**src/rtl/ccl_pkg.sv**
```systemverilog
// Shared types and constants of the chain coordinate liftover block.
`timescale 1ns / 1ps
`default_nettype none

package ccl_pkg;

  localparam int FIELD_W   = 32;
  localparam int S_TDATA_W = 7 * FIELD_W;
  localparam int M_TDATA_W = 2 * FIELD_W;

  localparam int FOS_LSB = 0;
  localparam int FNS_LSB = FIELD_W;
  localparam int LEN_LSB = 2 * FIELD_W;
  localparam int GO_LSB  = 3 * FIELD_W;
  localparam int GN_LSB  = 4 * FIELD_W;
  localparam int QS_LSB  = 5 * FIELD_W;
  localparam int QE_LSB  = 6 * FIELD_W;

  typedef enum logic [1:0] {
    ACT_CHAIN = 2'd0,
    ACT_BLOCK = 2'd1,
    ACT_LAST  = 2'd2,
    ACT_QUERY = 2'd3
  } action_t;

  typedef enum logic [3:0] {
    OP_NONE,
    OP_CHAIN,
    OP_LAST_BLK,
    OP_LATCH,
    OP_BLK_WR,
    OP_Q_INIT,
    OP_TOP,
    OP_BELOW,
    OP_BS_INIT,
    OP_BS_UPD,
    OP_LO_INC,
    OP_MAP,
    OP_NX_CAP,
    OP_FAIL,
    OP_NEXT_END,
    OP_OUT
  } dp_op_t;

  typedef enum logic [2:0] {
    RD_FILL,
    RD_LAST,
    RD_ZERO,
    RD_MID,
    RD_LOP1,
    RD_LO,
    RD_NX
  } rd_sel_t;

  typedef enum logic [13:0] {
    ST_IDLE    = 14'b00000000000001,
    ST_LD_WR   = 14'b00000000000010,
    ST_Q_LAST  = 14'b00000000000100,
    ST_Q_FIRST = 14'b00000000001000,
    ST_Q_FCMP  = 14'b00000000010000,
    ST_BS_CHK  = 14'b00000000100000,
    ST_BS_CMP  = 14'b00000001000000,
    ST_SC_CHK  = 14'b00000010000000,
    ST_SC_CMP  = 14'b00000100000000,
    ST_MAP_RD  = 14'b00001000000000,
    ST_MAP_CMP = 14'b00010000000000,
    ST_NX_CAP  = 14'b00100000000000,
    ST_END     = 14'b01000000000000,
    ST_FIN     = 14'b10000000000000
  } state_t;

  typedef struct packed {
    dp_op_t  op;
    rd_sel_t rd;
  } ctrl_cmd_t;

  typedef struct packed {
    logic cnt_zero;
    logic fill_full;
    logic x_gt_rd;
    logic x_lt_rd;
    logic x_eq_rd;
    logic bs_more;
    logic lo_lt_last;
    logic in_blk;
    logic nx_need;
    logic is_start;
    logic out_busy;
  } dp_stat_t;

endpackage

`default_nettype wire

```
**src/rtl/ccl_ctrl.sv**
```systemverilog
// Controller state machine that sequences table loads and the two searches of a query.
`timescale 1ns / 1ps
`default_nettype none

module ccl_ctrl (
  input  logic                clk,
  input  logic                rst,
  input  logic                s_tvalid,
  input  logic [1:0]          s_tuser,
  output logic                s_tready,
  input  ccl_pkg::dp_stat_t   stat,
  output ccl_pkg::ctrl_cmd_t  cmd
);

  ccl_pkg::state_t  state;
  ccl_pkg::state_t  state_next;
  ccl_pkg::action_t act;

  assign act      = ccl_pkg::action_t'(s_tuser);
  assign s_tready = (state == ccl_pkg::ST_IDLE);

  always_ff @(posedge clk) begin
    if (rst) begin
      state <= ccl_pkg::ST_IDLE;
    end else begin
      state <= state_next;
    end
  end

  always_comb begin
    state_next = state;
    cmd.op     = ccl_pkg::OP_NONE;
    cmd.rd     = ccl_pkg::RD_FILL;
    case (state)
      ccl_pkg::ST_IDLE: begin
        cmd.rd = ccl_pkg::RD_FILL;
        if (s_tvalid) begin
          case (act)
            ccl_pkg::ACT_CHAIN: begin
              cmd.op = ccl_pkg::OP_CHAIN;
            end
            ccl_pkg::ACT_BLOCK: begin
              if (!stat.fill_full) begin
                cmd.op     = ccl_pkg::OP_LATCH;
                state_next = ccl_pkg::ST_LD_WR;
              end
            end
            ccl_pkg::ACT_LAST: begin
              cmd.op = ccl_pkg::OP_LAST_BLK;
            end
            ccl_pkg::ACT_QUERY: begin
              cmd.op     = ccl_pkg::OP_Q_INIT;
              state_next = ccl_pkg::ST_Q_LAST;
            end
            default: begin
              cmd.op = ccl_pkg::OP_NONE;
            end
          endcase
        end
      end
      ccl_pkg::ST_LD_WR: begin
        cmd.op     = ccl_pkg::OP_BLK_WR;
        state_next = ccl_pkg::ST_IDLE;
      end
      ccl_pkg::ST_Q_LAST: begin
        if (stat.cnt_zero) begin
          cmd.op     = ccl_pkg::OP_FAIL;
          state_next = ccl_pkg::ST_END;
        end else begin
          cmd.rd     = ccl_pkg::RD_LAST;
          state_next = ccl_pkg::ST_Q_FIRST;
        end
      end
      ccl_pkg::ST_Q_FIRST: begin
        if (stat.x_gt_rd) begin
          cmd.op     = ccl_pkg::OP_TOP;
          state_next = ccl_pkg::ST_MAP_RD;
        end else begin
          cmd.rd     = ccl_pkg::RD_ZERO;
          state_next = ccl_pkg::ST_Q_FCMP;
        end
      end
      ccl_pkg::ST_Q_FCMP: begin
        if (stat.x_lt_rd) begin
          cmd.op     = ccl_pkg::OP_BELOW;
          state_next = ccl_pkg::ST_MAP_RD;
        end else begin
          cmd.op     = ccl_pkg::OP_BS_INIT;
          state_next = ccl_pkg::ST_BS_CHK;
        end
      end
      ccl_pkg::ST_BS_CHK: begin
        if (stat.bs_more) begin
          cmd.rd     = ccl_pkg::RD_MID;
          state_next = ccl_pkg::ST_BS_CMP;
        end else begin
          state_next = ccl_pkg::ST_SC_CHK;
        end
      end
      ccl_pkg::ST_BS_CMP: begin
        cmd.op     = ccl_pkg::OP_BS_UPD;
        state_next = ccl_pkg::ST_BS_CHK;
      end
      ccl_pkg::ST_SC_CHK: begin
        if (stat.lo_lt_last) begin
          cmd.rd     = ccl_pkg::RD_LOP1;
          state_next = ccl_pkg::ST_SC_CMP;
        end else begin
          state_next = ccl_pkg::ST_MAP_RD;
        end
      end
      ccl_pkg::ST_SC_CMP: begin
        if (stat.x_eq_rd) begin
          cmd.op     = ccl_pkg::OP_LO_INC;
          state_next = ccl_pkg::ST_SC_CHK;
        end else begin
          state_next = ccl_pkg::ST_MAP_RD;
        end
      end
      ccl_pkg::ST_MAP_RD: begin
        cmd.rd     = ccl_pkg::RD_LO;
        state_next = ccl_pkg::ST_MAP_CMP;
      end
      ccl_pkg::ST_MAP_CMP: begin
        cmd.op = ccl_pkg::OP_MAP;
        cmd.rd = ccl_pkg::RD_NX;
        if (stat.nx_need && !stat.in_blk) begin
          state_next = ccl_pkg::ST_NX_CAP;
        end else begin
          state_next = ccl_pkg::ST_END;
        end
      end
      ccl_pkg::ST_NX_CAP: begin
        cmd.op     = ccl_pkg::OP_NX_CAP;
        state_next = ccl_pkg::ST_END;
      end
      ccl_pkg::ST_END: begin
        if (stat.is_start) begin
          cmd.op     = ccl_pkg::OP_NEXT_END;
          state_next = ccl_pkg::ST_Q_LAST;
        end else begin
          state_next = ccl_pkg::ST_FIN;
        end
      end
      ccl_pkg::ST_FIN: begin
        if (!stat.out_busy) begin
          cmd.op     = ccl_pkg::OP_OUT;
          state_next = ccl_pkg::ST_IDLE;
        end
      end
      default: begin
        state_next = ccl_pkg::ST_IDLE;
      end
    endcase
  end

endmodule

`default_nettype wire

```
**config.mk**
```make
export PLATFORM = sky130hd
export DESIGN_NAME = ccl_ctrl
export DESIGN_NICKNAME = d
export VERILOG_FILES = /design/src/rtl/ccl_pkg.sv /design/src/rtl/ccl_ctrl.sv
export SDC_FILE = /design/constraint.sdc
export NUM_CORES = 1
export LEC_CHECK = 0
export ABC_AREA = 1
export BUFFER_PORTS_ARGS = -buffer_cell sky130_fd_sc_hd__buf_4
export CAP_MARGIN = 10
export CORE_UTILIZATION = 50
export DETAILED_ROUTE_END_ITERATION = 16
export HOLD_SLACK_MARGIN = 0.03
export PLACE_DENSITY_LB_ADDON = 0.12
export SYNTH_ARGS = -nofsm -noshare
export SYNTH_HDL_FRONTEND = slang
export SYNTH_SLANG_ARGS = --single-unit
```
**constraint.sdc**
```tcl
create_clock -name clk -period 1.8 [get_ports clk]
set_clock_uncertainty 0.1 [all_clocks]
set_input_delay 0.18 -clock clk [delete_from_list [all_inputs] [get_ports clk]]
set_output_delay 0.18 -clock clk [all_outputs]
set_load 0.02 [all_outputs]
```
* After elaboration in Yosys (flattened, before gate mapping) *
Index checks and enable logic that the tools add are counted.

cells by class
  multiplexer cells = 28
  equal/unequal tests = 21
  reductions and logical operators = 4

operators by type and width
  kind                    number
  $pmux W14 S13           1
  $mux W14                4
  $pmux W4 S11            1
  $mux W10                4
  $pmux W14 S2            1
  $mux W13                2
  $mux W4                 6
  $pmux W3 S6             1
  $pmux W4 S4             1
  $eq A14 B1 Y1 const B   1
  $eq A14 B10 Y1 const B  1
  $eq A14 B11 Y1 const B  1
  $eq A14 B12 Y1 const B  1
  $eq A14 B13 Y1 const B  1
  $eq A14 B14 Y1 const B  1
  $eq A14 B2 Y1 const B   1
  $eq A14 B3 Y1 const B   1
  $eq A14 B4 Y1 const B   1
  $eq A14 B5 Y1 const B   1
  $eq A14 B6 Y1 const B   1
  $eq A14 B7 Y1 const B   1
  $eq A14 B8 Y1 const B   1
  $eq A14 B9 Y1 const B   1
  $mux W8                 1
  other kinds (12)        17

storage, ports and cells
  bits of input ports = 16
  register bits = 14

* Longest topological paths before layout *
Gate-level depths: netlist of the first run.

  depth in word-level cells = 4
  depth in mapped cells = 10

* Least setup slack after synthesis of the first run *
No wires, ideal clock.

  path kind = register to output
  from = register state[4]
  to = output port cmd[5] (netlist name)
  cell stages (with the launch flop) = 6
  slack = -0.164 ns
  path buffers = 0
  data arrival time = 1.684 ns
  cell sequence = dfxtp_1 -> nor2_2 -> nand2_4 -> nor2_1 -> nand2_1 -> o311ai_0

RTL lines
  element                   RTL line        source
  start: declaration        ccl_ctrl.sv:15  ccl_pkg::state_t state;
  start signal: assignment  ccl_ctrl.sv:24  state <= ccl_pkg::ST_IDLE;
  start signal: assignment  ccl_ctrl.sv:26  state <= state_next;
  end: declaration          ccl_ctrl.sv:12  output ccl_pkg::ctrl_cmd_t cmd

==> reports/qor.yml, run 1 <==
tritoncts: "done"
final_util_pct: 80.4
yosysMostFrequentCell: "nand2_1"
fmax_mhz: 495
rsz0062_at_grt: "true"
first_iter_violations: 36
gp_congestion: 0.856
via_per_inst: 5.20
ys_ff_latch: 14
r2r_cells: 11
r2r_start: "state[11]$_SDFFE_PP0P_"
yosysTopAreaCell: "dfxtp_1"
synth_cells: 168
clkTransAtPathRegs_ns: 0.08
worst_pin_slew_ns: 0.261
ys_seq_area_share_pct: 27.3
largest_reg_flops: 14
synth_edf_count: 0
cap_viol_max_count: 0
design.core.area_um2: 1940
crit_required_ns: 1.52
die_x_um: 47.3
cts-root-buf: "clkbuf_4"
dr.pass1.iters: 4
synth_ff_type: "dfxtp_1"
post_drt_wl_per_cell_um: 12.9
fin_tns_setup_ns: -1.20
ioPinCount: 24
stdcell_count: 234
route.detailed.drc: 0
synth_area_leaders: "dfxtp_1 27%, nand2_1 14%, nor2_1 12%, nor2_2 8.5%, nand3_1 8.3%"
numCtsBuffers: 3
drive_gt1_share_pct: 47.8
antenna_found_initial: 0
violations: "setup timing"
clock-sinks: 14
use_met3_pct: 4.62
crit_chain: "nor2_4, nand2_4, nor2_4, nand2_1, o21ai_1, buf_4, nor2_1, o311ai_2, buf_4"
route.final.wire_length_mm: 3.02
vias: 1217
min_path_type: "primary input to flip-flop"
peakVddDrop_mv: 0.439
grt_max_degree: 10
grt_use_met1_pct: 32.8
grtUsageTotal_pct: 27.5
finalSetupViolCount: 8
io_buffers: 23
start_kind: "flip-flop"
die_y_um: 47.3
postRouteAntennaNets: 0
r2r-end: "state[10]$_SDFFE_PP0P_"
ys_warn_count: 0
crit_path_top_delay_cell: "dfxtp_2"
clk-insertion-delay-late_ns: 0.28
fp.dieArea_um2: 2240
worst_setup_path_end_kind: "primary output"
syn-cell-area_um2: 1030
r2r_slack_ns: 0.02
use_met2_pct: 49.6
diodes: 0
async_flop_share_pct: 0
grt_pass1_wl_mm: 4.23
rows: 16
globalRoute.totalOverflow: 0
reg_top3: "state x14"
clk_path_buf_depth: 2
outcome: "finished, violations left"
synthTopCellsByCount: "37 x nand2_1, 32 x nor2_1, 21 x inv_1, 17 x nand3_1"
final.min_clock_period_ns: 2.02
yosysTopAreaCellShare_pct: 27.3
synth.distinct_cells: 25
cp_max_fo: 7
finalCritPeriodShare_pct: 112
syn_nets: 184
syn-mean-instance-area_um2: 6.11
gr-max-usage-layer: "met2"
drv_slew: 0
placed_area_um2: 1240
final_area_um2: 1560
start_util_pct: 52.9
p_leak_nw: 0.754
crit_path_end: "cmd[5]"
regMostFlops: "state"
place_ws_ns: 0.0524
max_stage_delay_ns: 0.34
nets: 225
dp.cells: 219
finalWorstSetupSlack_ns: -0.219
final-hold-violation-count: 0
htreeDepth: 1
place_hpwl_mm: 2.07
maxSlewHeadroom_pct: 82.5
area_growth_syn_to_layout_pct: 52.0
crit_start: "state[11]$_SDFFE_PP0P_"
grt_pass1_vias: 1027
cp.arrival_ns: 1.74
critPathKind: "flip-flop to primary output"
p_per_area_nw_per_um2: 575
[critical path: cells and delay by family (launching register included)]
| kind | cells | cell delay [ns] |
|---|---|---|
| and+or+nand+nor | 5 | 0.59 |
| DFF | 1 | 0.34 |
| buffers and inverters | 2 | 0.33 |
| AOI/OAI and AO/OA | 2 | 0.21 |
[report_power, final]
group / leakage (nW) / switching [mW] / internal (mW) / total, mW
sequential: 0.118 / 0.0116 / 0.320 / 0.332
combinational: 0.622 / 0.223 / 0.163 / 0.386
clock: 0.0138 / 0.103 / 0.0776 / 0.180
total: 0.754 / 0.337 / 0.561 / 0.898
[placed cells by master (no fill, tap or decap), types with 3 or more instances in the layout]
master and n:
nand3_1 14, dfxtp_1 5, nand2_2 8, o22ai_1 3
nor2_4 12, nor2_2 12, nand2_4 6, nand3_2 4
buf_6 5, nand2_1 29, nor2_1 23, buf_4 29
nand4_1 3, inv_1 20, dfxtp_2 9, clkbuf_4 3
[how the worst min path moves through the flow]
stage	depth (start not counted)	end	from
2_1_floorplan	1	state[13]$_SDFFE_PP0P_	rst
3_3_place_gp	2	state[11]$_SDFFE_PP0P_	stat[3]
3_5_place_dp	2	state[11]$_SDFFE_PP0P_	stat[3]
4_1_cts	3	state[11]$_SDFFE_PP0P_	stat[2]
5_1_grt	3	state[11]$_SDFFE_PP0P_	stat[2]
6_report	3	state[11]$_SDFFE_PP0P_	stat[2]
[per-stage QoR]
stage	hold slack, ns	power (mW)
after floorplan	0.149	0.505
after global placement	0.257	0.591
after detailed placement	0.259	0.590
final	0.0474	0.898
after global routing	0.0689	0.941
after CTS	0.0488	0.816
[kinds of logic (layout without fill, tap and decap cells)]
kind of cell | Yosys count | after routing | synth area share (%)
simple gates | 120 | 121 | 57.9
compound gates | 10 | 10 | 5.73
buf+inv | 24 | 62 | 9.14
flops | 14 | 14 | 27.3
[per-layer routing]
layer  vias up  part of all wire, %
met5         -                    0
met4         0                  1.7
met3         8                  4.8
met2        43                   51
met1       546                   43
li1        620                    -
[cell type report]
| class | instances | area (um^2) |
|---|---|---|
| Fill cell | 144 | 380 |
| Sequential cell | 14 | 292 |
| Tap cell | 27 | 33.8 |
| Timing Repair Buffer | 36 | 294 |
| Clock buffer | 3 | 22.5 |
| Inverter | 23 | 88.8 |
| Multi-Input combinational cell | 131 | 831 |
[what timing repair did]
item,CTS,global route
gates resized for setup,39,20
hold buffers,2,0
gates cloned,0,1
hold endpoints to repair,3,0
setup endpoints to repair,7,17
buffers inserted,6,3
pin swaps,10,2
(Power assumes the default switching activity.)
==> run 2: changes to the inputs <==
--- a/config.mk
+++ b/config.mk
@@ -13,4 +13,5 @@
 export HOLD_SLACK_MARGIN = 0.03
 export PLACE_DENSITY_LB_ADDON = 0.12
+export REMOVE_ABC_BUFFERS = 1
 export SYNTH_ARGS = -nofsm -noshare
 export SYNTH_HDL_FRONTEND = slang
==> constraint.sdc (replaced) <==
create_clock -name clk -period 1.8 [get_ports clk]
set_clock_uncertainty 0.1 [all_clocks]
set_input_delay 0.09 -clock clk [delete_from_list [all_inputs] [get_ports clk]]
set_output_delay 0.09 -clock clk [all_outputs]
set_load 0.02 [all_outputs]
==> reports/qor.yml, run 2 (synthesized netlist as in run 1, its figures left out) <==
tritoncts: "done"
final-hold-violation-count: 0  # unchanged
maxSlewHeadroom_pct: 74.7  # -7.8 points
cts-root-buf: "clkbuf_4"
via_per_inst: 6.15  # +18%
clk_path_buf_depth: 2  # unchanged
violations: "setup timing"
clkTransAtPathRegs_ns: 0.10  # +0.02 ns
area_growth_syn_to_layout_pct: 67.6
r2r_cells: 10  # -1
worst_pin_slew_ns: 0.377  # +0.116 ns
ioPinCount: 24  # unchanged
final_common_cell: "buf_4"
start_util_pct: 52.9  # unchanged
gp_congestion: 0.865  # +1.1%
finalWorstSetupSlack_ns: -0.352  # -0.133 ns
p_leak_nw: 0.827  # +9.8%
timing.hold.worst.start: "s_tuser[0]"
grtUsageTotal_pct: 33.6  # +6.1 points
globalRoute.totalOverflow: 0  # unchanged
min_path_type: "primary input to flip-flop"
dp.cells: 218  # -0.46%
first_iter_violations: 105  # +190%
crit_path_top_delay_cell: "dfxtp_1"
antenna_found_initial: 0  # unchanged
hold_end: "state[1]$_SDFFE_PP0P_"
finalSetupViolCount: 18  # +10
diodes: 0  # unchanged
p_per_area_nw_per_um2: 561  # -2.4%
start_kind: "flip-flop"
critPathKind: "flip-flop to primary output"
post_drt_wl_per_cell_um: 18.0  # +39%
place_hpwl_mm: 2.07  # -0.19%
fmax_mhz: 465  # -6.2%
r2r_start: "state[0]$_SDFFE_PP1P_"
largest_reg_flops: 14  # unchanged
path_delay_family: "simple AND/OR/NAND/NOR gates"
regMostFlops: "state"
route.detailed.drc: 0  # unchanged
max_stage_delay_ns: 0.40  # +0.06 ns
grt_pass1_wl_mm: 5.17  # +22%
final_cell_mix: "32 x buf_4, 29 x nand2_1, 25 x nor2_1"
r2r_slack_ns: -0.15  # -0.17 ns
cp.arrival_ns: 1.96  # +0.22 ns
peakVddDrop_mv: 0.522  # +19%
outcome: "finished, violations left"
design.core.area_um2: 1940  # unchanged
vias: 1506  # +24%
holdWs_ns: 0.0370  # -0.0105 ns
drv_slew: 0  # unchanged
path_buf_inv: 2  # unchanged
worst_setup_path_end_kind: "primary output"
reg_top3: "state x14"
clk-insertion-delay-late_ns: 0.30  # +0.02 ns
cp_max_fo: 5  # -2
fin_tns_setup_ns: -2.78  # -1.58 ns
htreeDepth: 1  # unchanged
stdcell_count: 245  # +4.7%
r2r-end: "state[7]$_SDFFE_PP0P_"
route.final.wire_length_mm: 4.41  # +46%
crit_required_ns: 1.61  # +0.09 ns
cap_viol_max_count: 0  # unchanged
io_buffers: 23  # unchanged
finalCritPeriodShare_pct: 120  # +7.4 points
nets: 235  # +4.4%
drive_gt1_share_pct: 47.2  # -0.58 points
rows: 16  # unchanged
grt_max_degree: 10  # unchanged
numCtsBuffers: 3  # unchanged
rsz0062_at_grt: "true"
dr.pass1.iters: 5  # +1
die_x_um: 47.3  # unchanged
fp.dieArea_um2: 2240  # unchanged
die_y_um: 47.3  # unchanged
clock-sinks: 14  # unchanged
postRouteAntennaNets: 0  # unchanged
crit_chain: "inv_1, nor2_1, nand2_1, nor2_2, nand2_2, o311ai_1, buf_4"
holdPathStages: 4  # +1
grt_pass1_vias: 1225  # +19%
final.min_clock_period_ns: 2.15  # +0.133 ns
run 2: cell count changes in the layout (fill, tap and decap cells not counted), sizes merged:
cell         before  now
buf              34   37
dlygate4sd3       2    9
clkbuf            3    4
run 2: worst max-delay path by stage:
stage / startpoint / end / slack (ns) / depth (start not counted)
2_1_floorplan: state[13]$_SDFFE_PP0P_ / cmd[5] / -0.1 / 5
3_3_place_gp: state[9]$_SDFFE_PP0P_ / cmd[5] / 0.09 / 8
3_5_place_dp: state[9]$_SDFFE_PP0P_ / cmd[5] / 0.06 / 8
4_1_cts: state[8]$_SDFFE_PP0P_ / cmd[5] / -0.07 / 8
5_1_grt: state[6]$_SDFFE_PP0P_ / cmd[5] / -0.45 / 8
6_report: state[0]$_SDFFE_PP1P_ / cmd[5] / -0.35 / 7
run 2: stage by stage:
step | utilization, % | cell area (um^2) | setup WS [ns] | total power, mW
after floorplan | - | 1020 | -0.0998 | 0.503
after global placement | 63.5 | 1230 | 0.0853 | 0.588
after detailed placement | 63.5 | 1230 | 0.0617 | 0.592
after CTS | 80.6 | 1570 | -0.0731 | 0.872
after global routing | 88.7 | 1720 | -0.453 | 0.991
final | 88.7 | 1720 | -0.352 | 0.966
run 2: tightest hold or removal path: cells and delay by family:
family	cells	cell delay, ns
AND/OR/NAND/NOR	3	0.21
buffers and inverters	1	0.10
run 2: final cells by class:
type	instances	area (um^2)
multi-input cells	131	880
flip-flops and latches	14	295
well taps	27	33.8
clock buffers	4	36.3
inverters	23	86.3
repair buffers	46	390
fillers	100	220
run 2: layer usage:
| metal | up-vias | track usage [%] | wire length [um] |
|---|---|---|---|
| met2 | 159 | 58.6 | 2010 |
| met5 | - | 0 | 0 |
| met1 | 659 | 38.1 | 1570 |
| li1 | 637 | - | - |
| met3 | 51 | 6.15 | 511 |
| met4 | 0 | 18.9 | 316 |
run 2: repair_timing:
action                                 in CTS  in global routing
pin swaps                                  11                 10
buffers inserted                            9                  4
hold buffers                                9                  0
gates cloned                                0                  1
endpoints found under the hold margin       8                  0
resized for setup                          41                 29
setup endpoints to repair                   6                 18
run 2: where the power goes:
part | internal (mW) | switching [mW] | leakage [nW]
clock network | 0.124 | 0.128 | 0.0210
registers | 0.317 | 0.0138 | 0.118
logic | 0.138 | 0.246 | 0.689
total | 0.579 | 0.388 | 0.827
==> run 3: changes to the inputs <==
- SETUP_SLACK_MARGIN: default -> 0.2
==> reports/qor.yml, run 3 <==
synth_area_leaders: "dfxtp_1 27%, nand2_1 14%, nor2_1 12%, nor2_2 8.5%, nand3_1 8.3%"
clock-sinks: 14  # unchanged
cts-root-buf: "clkbuf_4"
synth.distinct_cells: 25  # unchanged
synth_ff_type: "dfxtp_1"
async_flop_share_pct: 0  # unchanged
yosysTopAreaCell: "dfxtp_1"
synth_xor_xnor_area_share_pct: 0  # unchanged
error: "[ERROR GRT-0232] Routing congestion too high. Check the congestion heatmap in the GUI."
clk_path_buf_depth: 2  # unchanged
yosysTopAreaCellShare_pct: 27.3  # unchanged
synth_cells: 168  # unchanged
die_x_um: 47.3  # unchanged
synthSimpleGateAreaFrac_pct: 57.9  # unchanged
syn-cell-area_um2: 1030  # unchanged
rows: 16  # unchanged
yosysMostFrequentCell: "nand2_1"
failed_stage: "5_1_grt"
synthTopCellsByCount: "37 x nand2_1, 32 x nor2_1, 21 x inv_1, 17 x nand3_1"
synth_fa_ha_area_share_pct: 0  # unchanged
io_buffers: 23  # unchanged
globalRoute.totalOverflow: 8
synth_top_family_by_area: "simple AND/OR/NAND/NOR gates"
worst-endpoint-pin-kind: "top-level output"
synthMuxAreaShare_pct: 0  # unchanged
start_util_pct: 52.9  # unchanged
htreeDepth: 1  # unchanged
numCtsBuffers: 3  # unchanged
synth_compound_area_share_pct: 5.72  # unchanged
ys_ff_latch: 14  # unchanged
syn-mean-instance-area_um2: 6.11  # unchanged
grtUsageTotal_pct: 63.2
synth_edf_count: 0  # unchanged
grt_max_degree: 9
ys_warn_count: 0  # unchanged
place_hpwl_mm: 2.07  # unchanged
place_ws_ns: 0.0617  # unchanged
die_y_um: 47.3  # unchanged
outcome: "stopped before the end"
ys_seq_area_share_pct: 27.3  # unchanged
ioPinCount: 24  # unchanged
gp_congestion: 0.865  # unchanged
crit_endpoint: "cmd[5]"
[run 3: cells by family after synthesis]
kind of cell    after synthesis
buf+inv                      24
compound gates               10
simple gates                120
flops                        14
[run 3: timing repair]
item / in CTS
pin swaps: 17
hold buffers: 8
gates cloned: 1
hold endpoints to repair: 5
gates resized for setup: 58
endpoints found under the setup margin: 17
buffers inserted: 12
[run 3: through the flow]
| stage | utilization, % | instances | hold slack (ns) | setup TNS [ns] | cell area (um^2) |
|---|---|---|---|---|---|
| 2_1_floorplan | - | 167 | 0.0591 | -0.0998 | 1020 |
| 3_3_place_gp | 63.5 | 218 | 0.166 | 0 | 1230 |
| 3_5_place_dp | 63.5 | 218 | 0.167 | 0 | 1230 |
| 4_1_cts | 85.0 | 243 | 0.0367 | -0.213 | 1650 |
[run 3: routing by layer]
layer / overflow / track usage, %
met5: 0 / 0
met4: 4 / 64.6
met3: 0 / 45.0
met2: 4 / 83.0
met1: 0 / 62.6
==> run 4: changes to the inputs <==
- CORE_AREA: default -> 2 2 63 65
- CORE_UTILIZATION: 50 -> default
- DIE_AREA: default -> 0 0 65 67
- HOLD_SLACK_MARGIN: 0.03 -> default
- PLACE_DENSITY_LB_ADDON: 0.12 -> 0.15
- SETUP_SLACK_MARGIN: 0.2 -> default
==> reports/qor.yml, run 4 (synthesized netlist as in run 1, its figures left out) <==
rows: 22  # +6
tritoncts: "done"
p_leak_nw: 0.857
rsz0062_at_grt: "true"
globalRoute.totalOverflow: 0
cp_max_fo: 5
gp_congestion: 0.843  # -2.6%
peakVddDrop_mv: 0.222
worst_setup_path_end_kind: "primary output"
dr.pass1.iters: 4
cts-root-buf: "clkbuf_8"
post_drt_wl_per_cell_um: 13.0
clk-insertion-delay-late_ns: 0.25
ioPinCount: 24  # unchanged
htreeDepth: 1  # unchanged
finalWorstSetupSlack_ns: -0.0857
min_path_type: "primary input to flip-flop"
clkTransAtPathRegs_ns: 0.06
timing.hold.worst.start: "stat[4]"
final_common_cell: "buf_4"
first_iter_violations: 58
critPathKind: "flip-flop to primary output"
violations: "setup timing"
via_per_inst: 4.82
crit_path_top_delay_cell: "dfxtp_4"
final_cell_mix: "35 x buf_4, 24 x nand2_1, 20 x inv_1, 20 x nor2_1, 15 x nor2_4"
final-hold-violation-count: 0
largest_reg_flops: 14
grt_max_degree: 10
fp.dieArea_um2: 4360
route.met3.wl_um: 146
place_hpwl_mm: 2.22  # +7.5%
clk_path_buf_depth: 2  # unchanged
final.min_clock_period_ns: 1.89
drive_gt1_share_pct: 56.6
postRouteAntennaNets: 0
route.detailed.drc: 0
antenna_found_initial: 0
cap_viol_max_count: 0
reg_top3: "state x14"
crit_chain: "nor2_4, nand2_2, nor2_4, buf_6, buf_6, nand2_2, o21ai_2, inv_2, nand4_1, buf_4"
power.total_mw: 0.965
crit_start: "state[10]$_SDFFE_PP0P_"
path_delay_family: "simple AND/OR/NAND/NOR gates"
crit_required_ns: 1.61
finalCritPeriodShare_pct: 105
final_util_pct: 49.4
fillers: 344
clock-sinks: 14  # unchanged
die_x_um: 65  # +37%
vias: 1288
numCtsBuffers: 3  # unchanged
outcome: "finished, violations left"
route.final.wire_length_mm: 3.47
worst_pin_slew_ns: 0.244
wl_met1_mm: 1.53
diodes: 0
drv_slew: 0
grt_pass1_vias: 1179
max_stage_delay_ns: 0.35
start_util_pct: 28.5  # -24 points
wl_met2_mm: 1.72
path_buf_inv: 4
final_area_um2: 1780
maxSlewHeadroom_pct: 83.5
design.core.area_um2: 3610
r2r_start: "state[4]$_SDFFE_PP0P_"
start_kind: "flip-flop"
p_per_area_nw_per_um2: 542
cp.arrival_ns: 1.70
grt_pass1_wl_mm: 5.09
io_buffers: 23  # unchanged
grtUsageTotal_pct: 15.5
regMostFlops: "state"
area_growth_syn_to_layout_pct: 73.4
fmax_mhz: 530
topRoutingLayerUsed: "met4"
finalSetupViolCount: 15
placed_area_um2: 1270  # +2.7%
die_y_um: 67  # +42%
nets: 237
## run 4: through the flow
stage	hold WS (ns)	setup TNS (ns)	setup WS (ns)	std cells
finish	0.0159	-0.510	-0.0857	267
global route	0.0182	-1.79	-0.153	267
CTS	0.00633	-0.150	-0.0809	256
detailed placement	0.172	0	0.112	240
global placement	0.166	0	0.0847	240
floorplan	0.0591	-0.0998	-0.0998	167
## run 4: area by class of cell
type	count	area (um^2)	area share (%)
multi-input combinational	131	890	49.9
timing repair buffer	48	405	22.8
sequential	14	299	16.8
inverter	23	86.3	4.85
tap	48	60.1	3.37
clock buffer	3	41.3	2.32
## run 4: worst reg2reg max path, stage by stage, from the launching register on
cell,delay [ns]
dfxtp_2,0.34
nor2_4,0.15
nand2_4,0.12
nor2_8,0.23
buf_4,0.15
buf_4,0.10
nand2_2,0.08
nand2_2,0.10
nor2_4,0.05
nand4_4,0.13
buf_4,0.13
nand3_1,0.06
## run 4: worst paths after layout
check,endpoint,slack [ns],depth (start not counted)
setup / recovery,cmd[6],-0.09,10
setup reg to reg,state[0]$_SDFFE_PP1P_,-0.05,11
hold reg to reg,state[13]$_SDFFE_PP0P_,0.54,4
hold / removal,state[8]$_SDFFE_PP0P_,0.02,3
## run 4: report_power, final
part | internal [mW] | total [mW] | switching [mW]
Combinational | 0.153 | 0.375 | 0.222
Clock | 0.148 | 0.261 | 0.112
Sequential | 0.318 | 0.330 | 0.0115
Total | 0.619 | 0.965 | 0.346
## run 4: repair_timing
item	4_1_cts	5_1_grt
hold buffers	3	0
endpoints found under the setup margin	5	16
hold endpoints to repair	3	0
gates cloned	0	1
pin swaps	9	16
setup buffers	10	10
gates resized for setup	35	50
## run 4: layer usage
| metal | vias to the layer above | GRT usage, % |
|---|---|---|
| met1 | 606 | 18.9 |
| met5 | - | 0 |
| li1 | 637 | - |
| met3 | 5 | 2.03 |
| met2 | 40 | 26.7 |
| met4 | 0 | 7.98 |
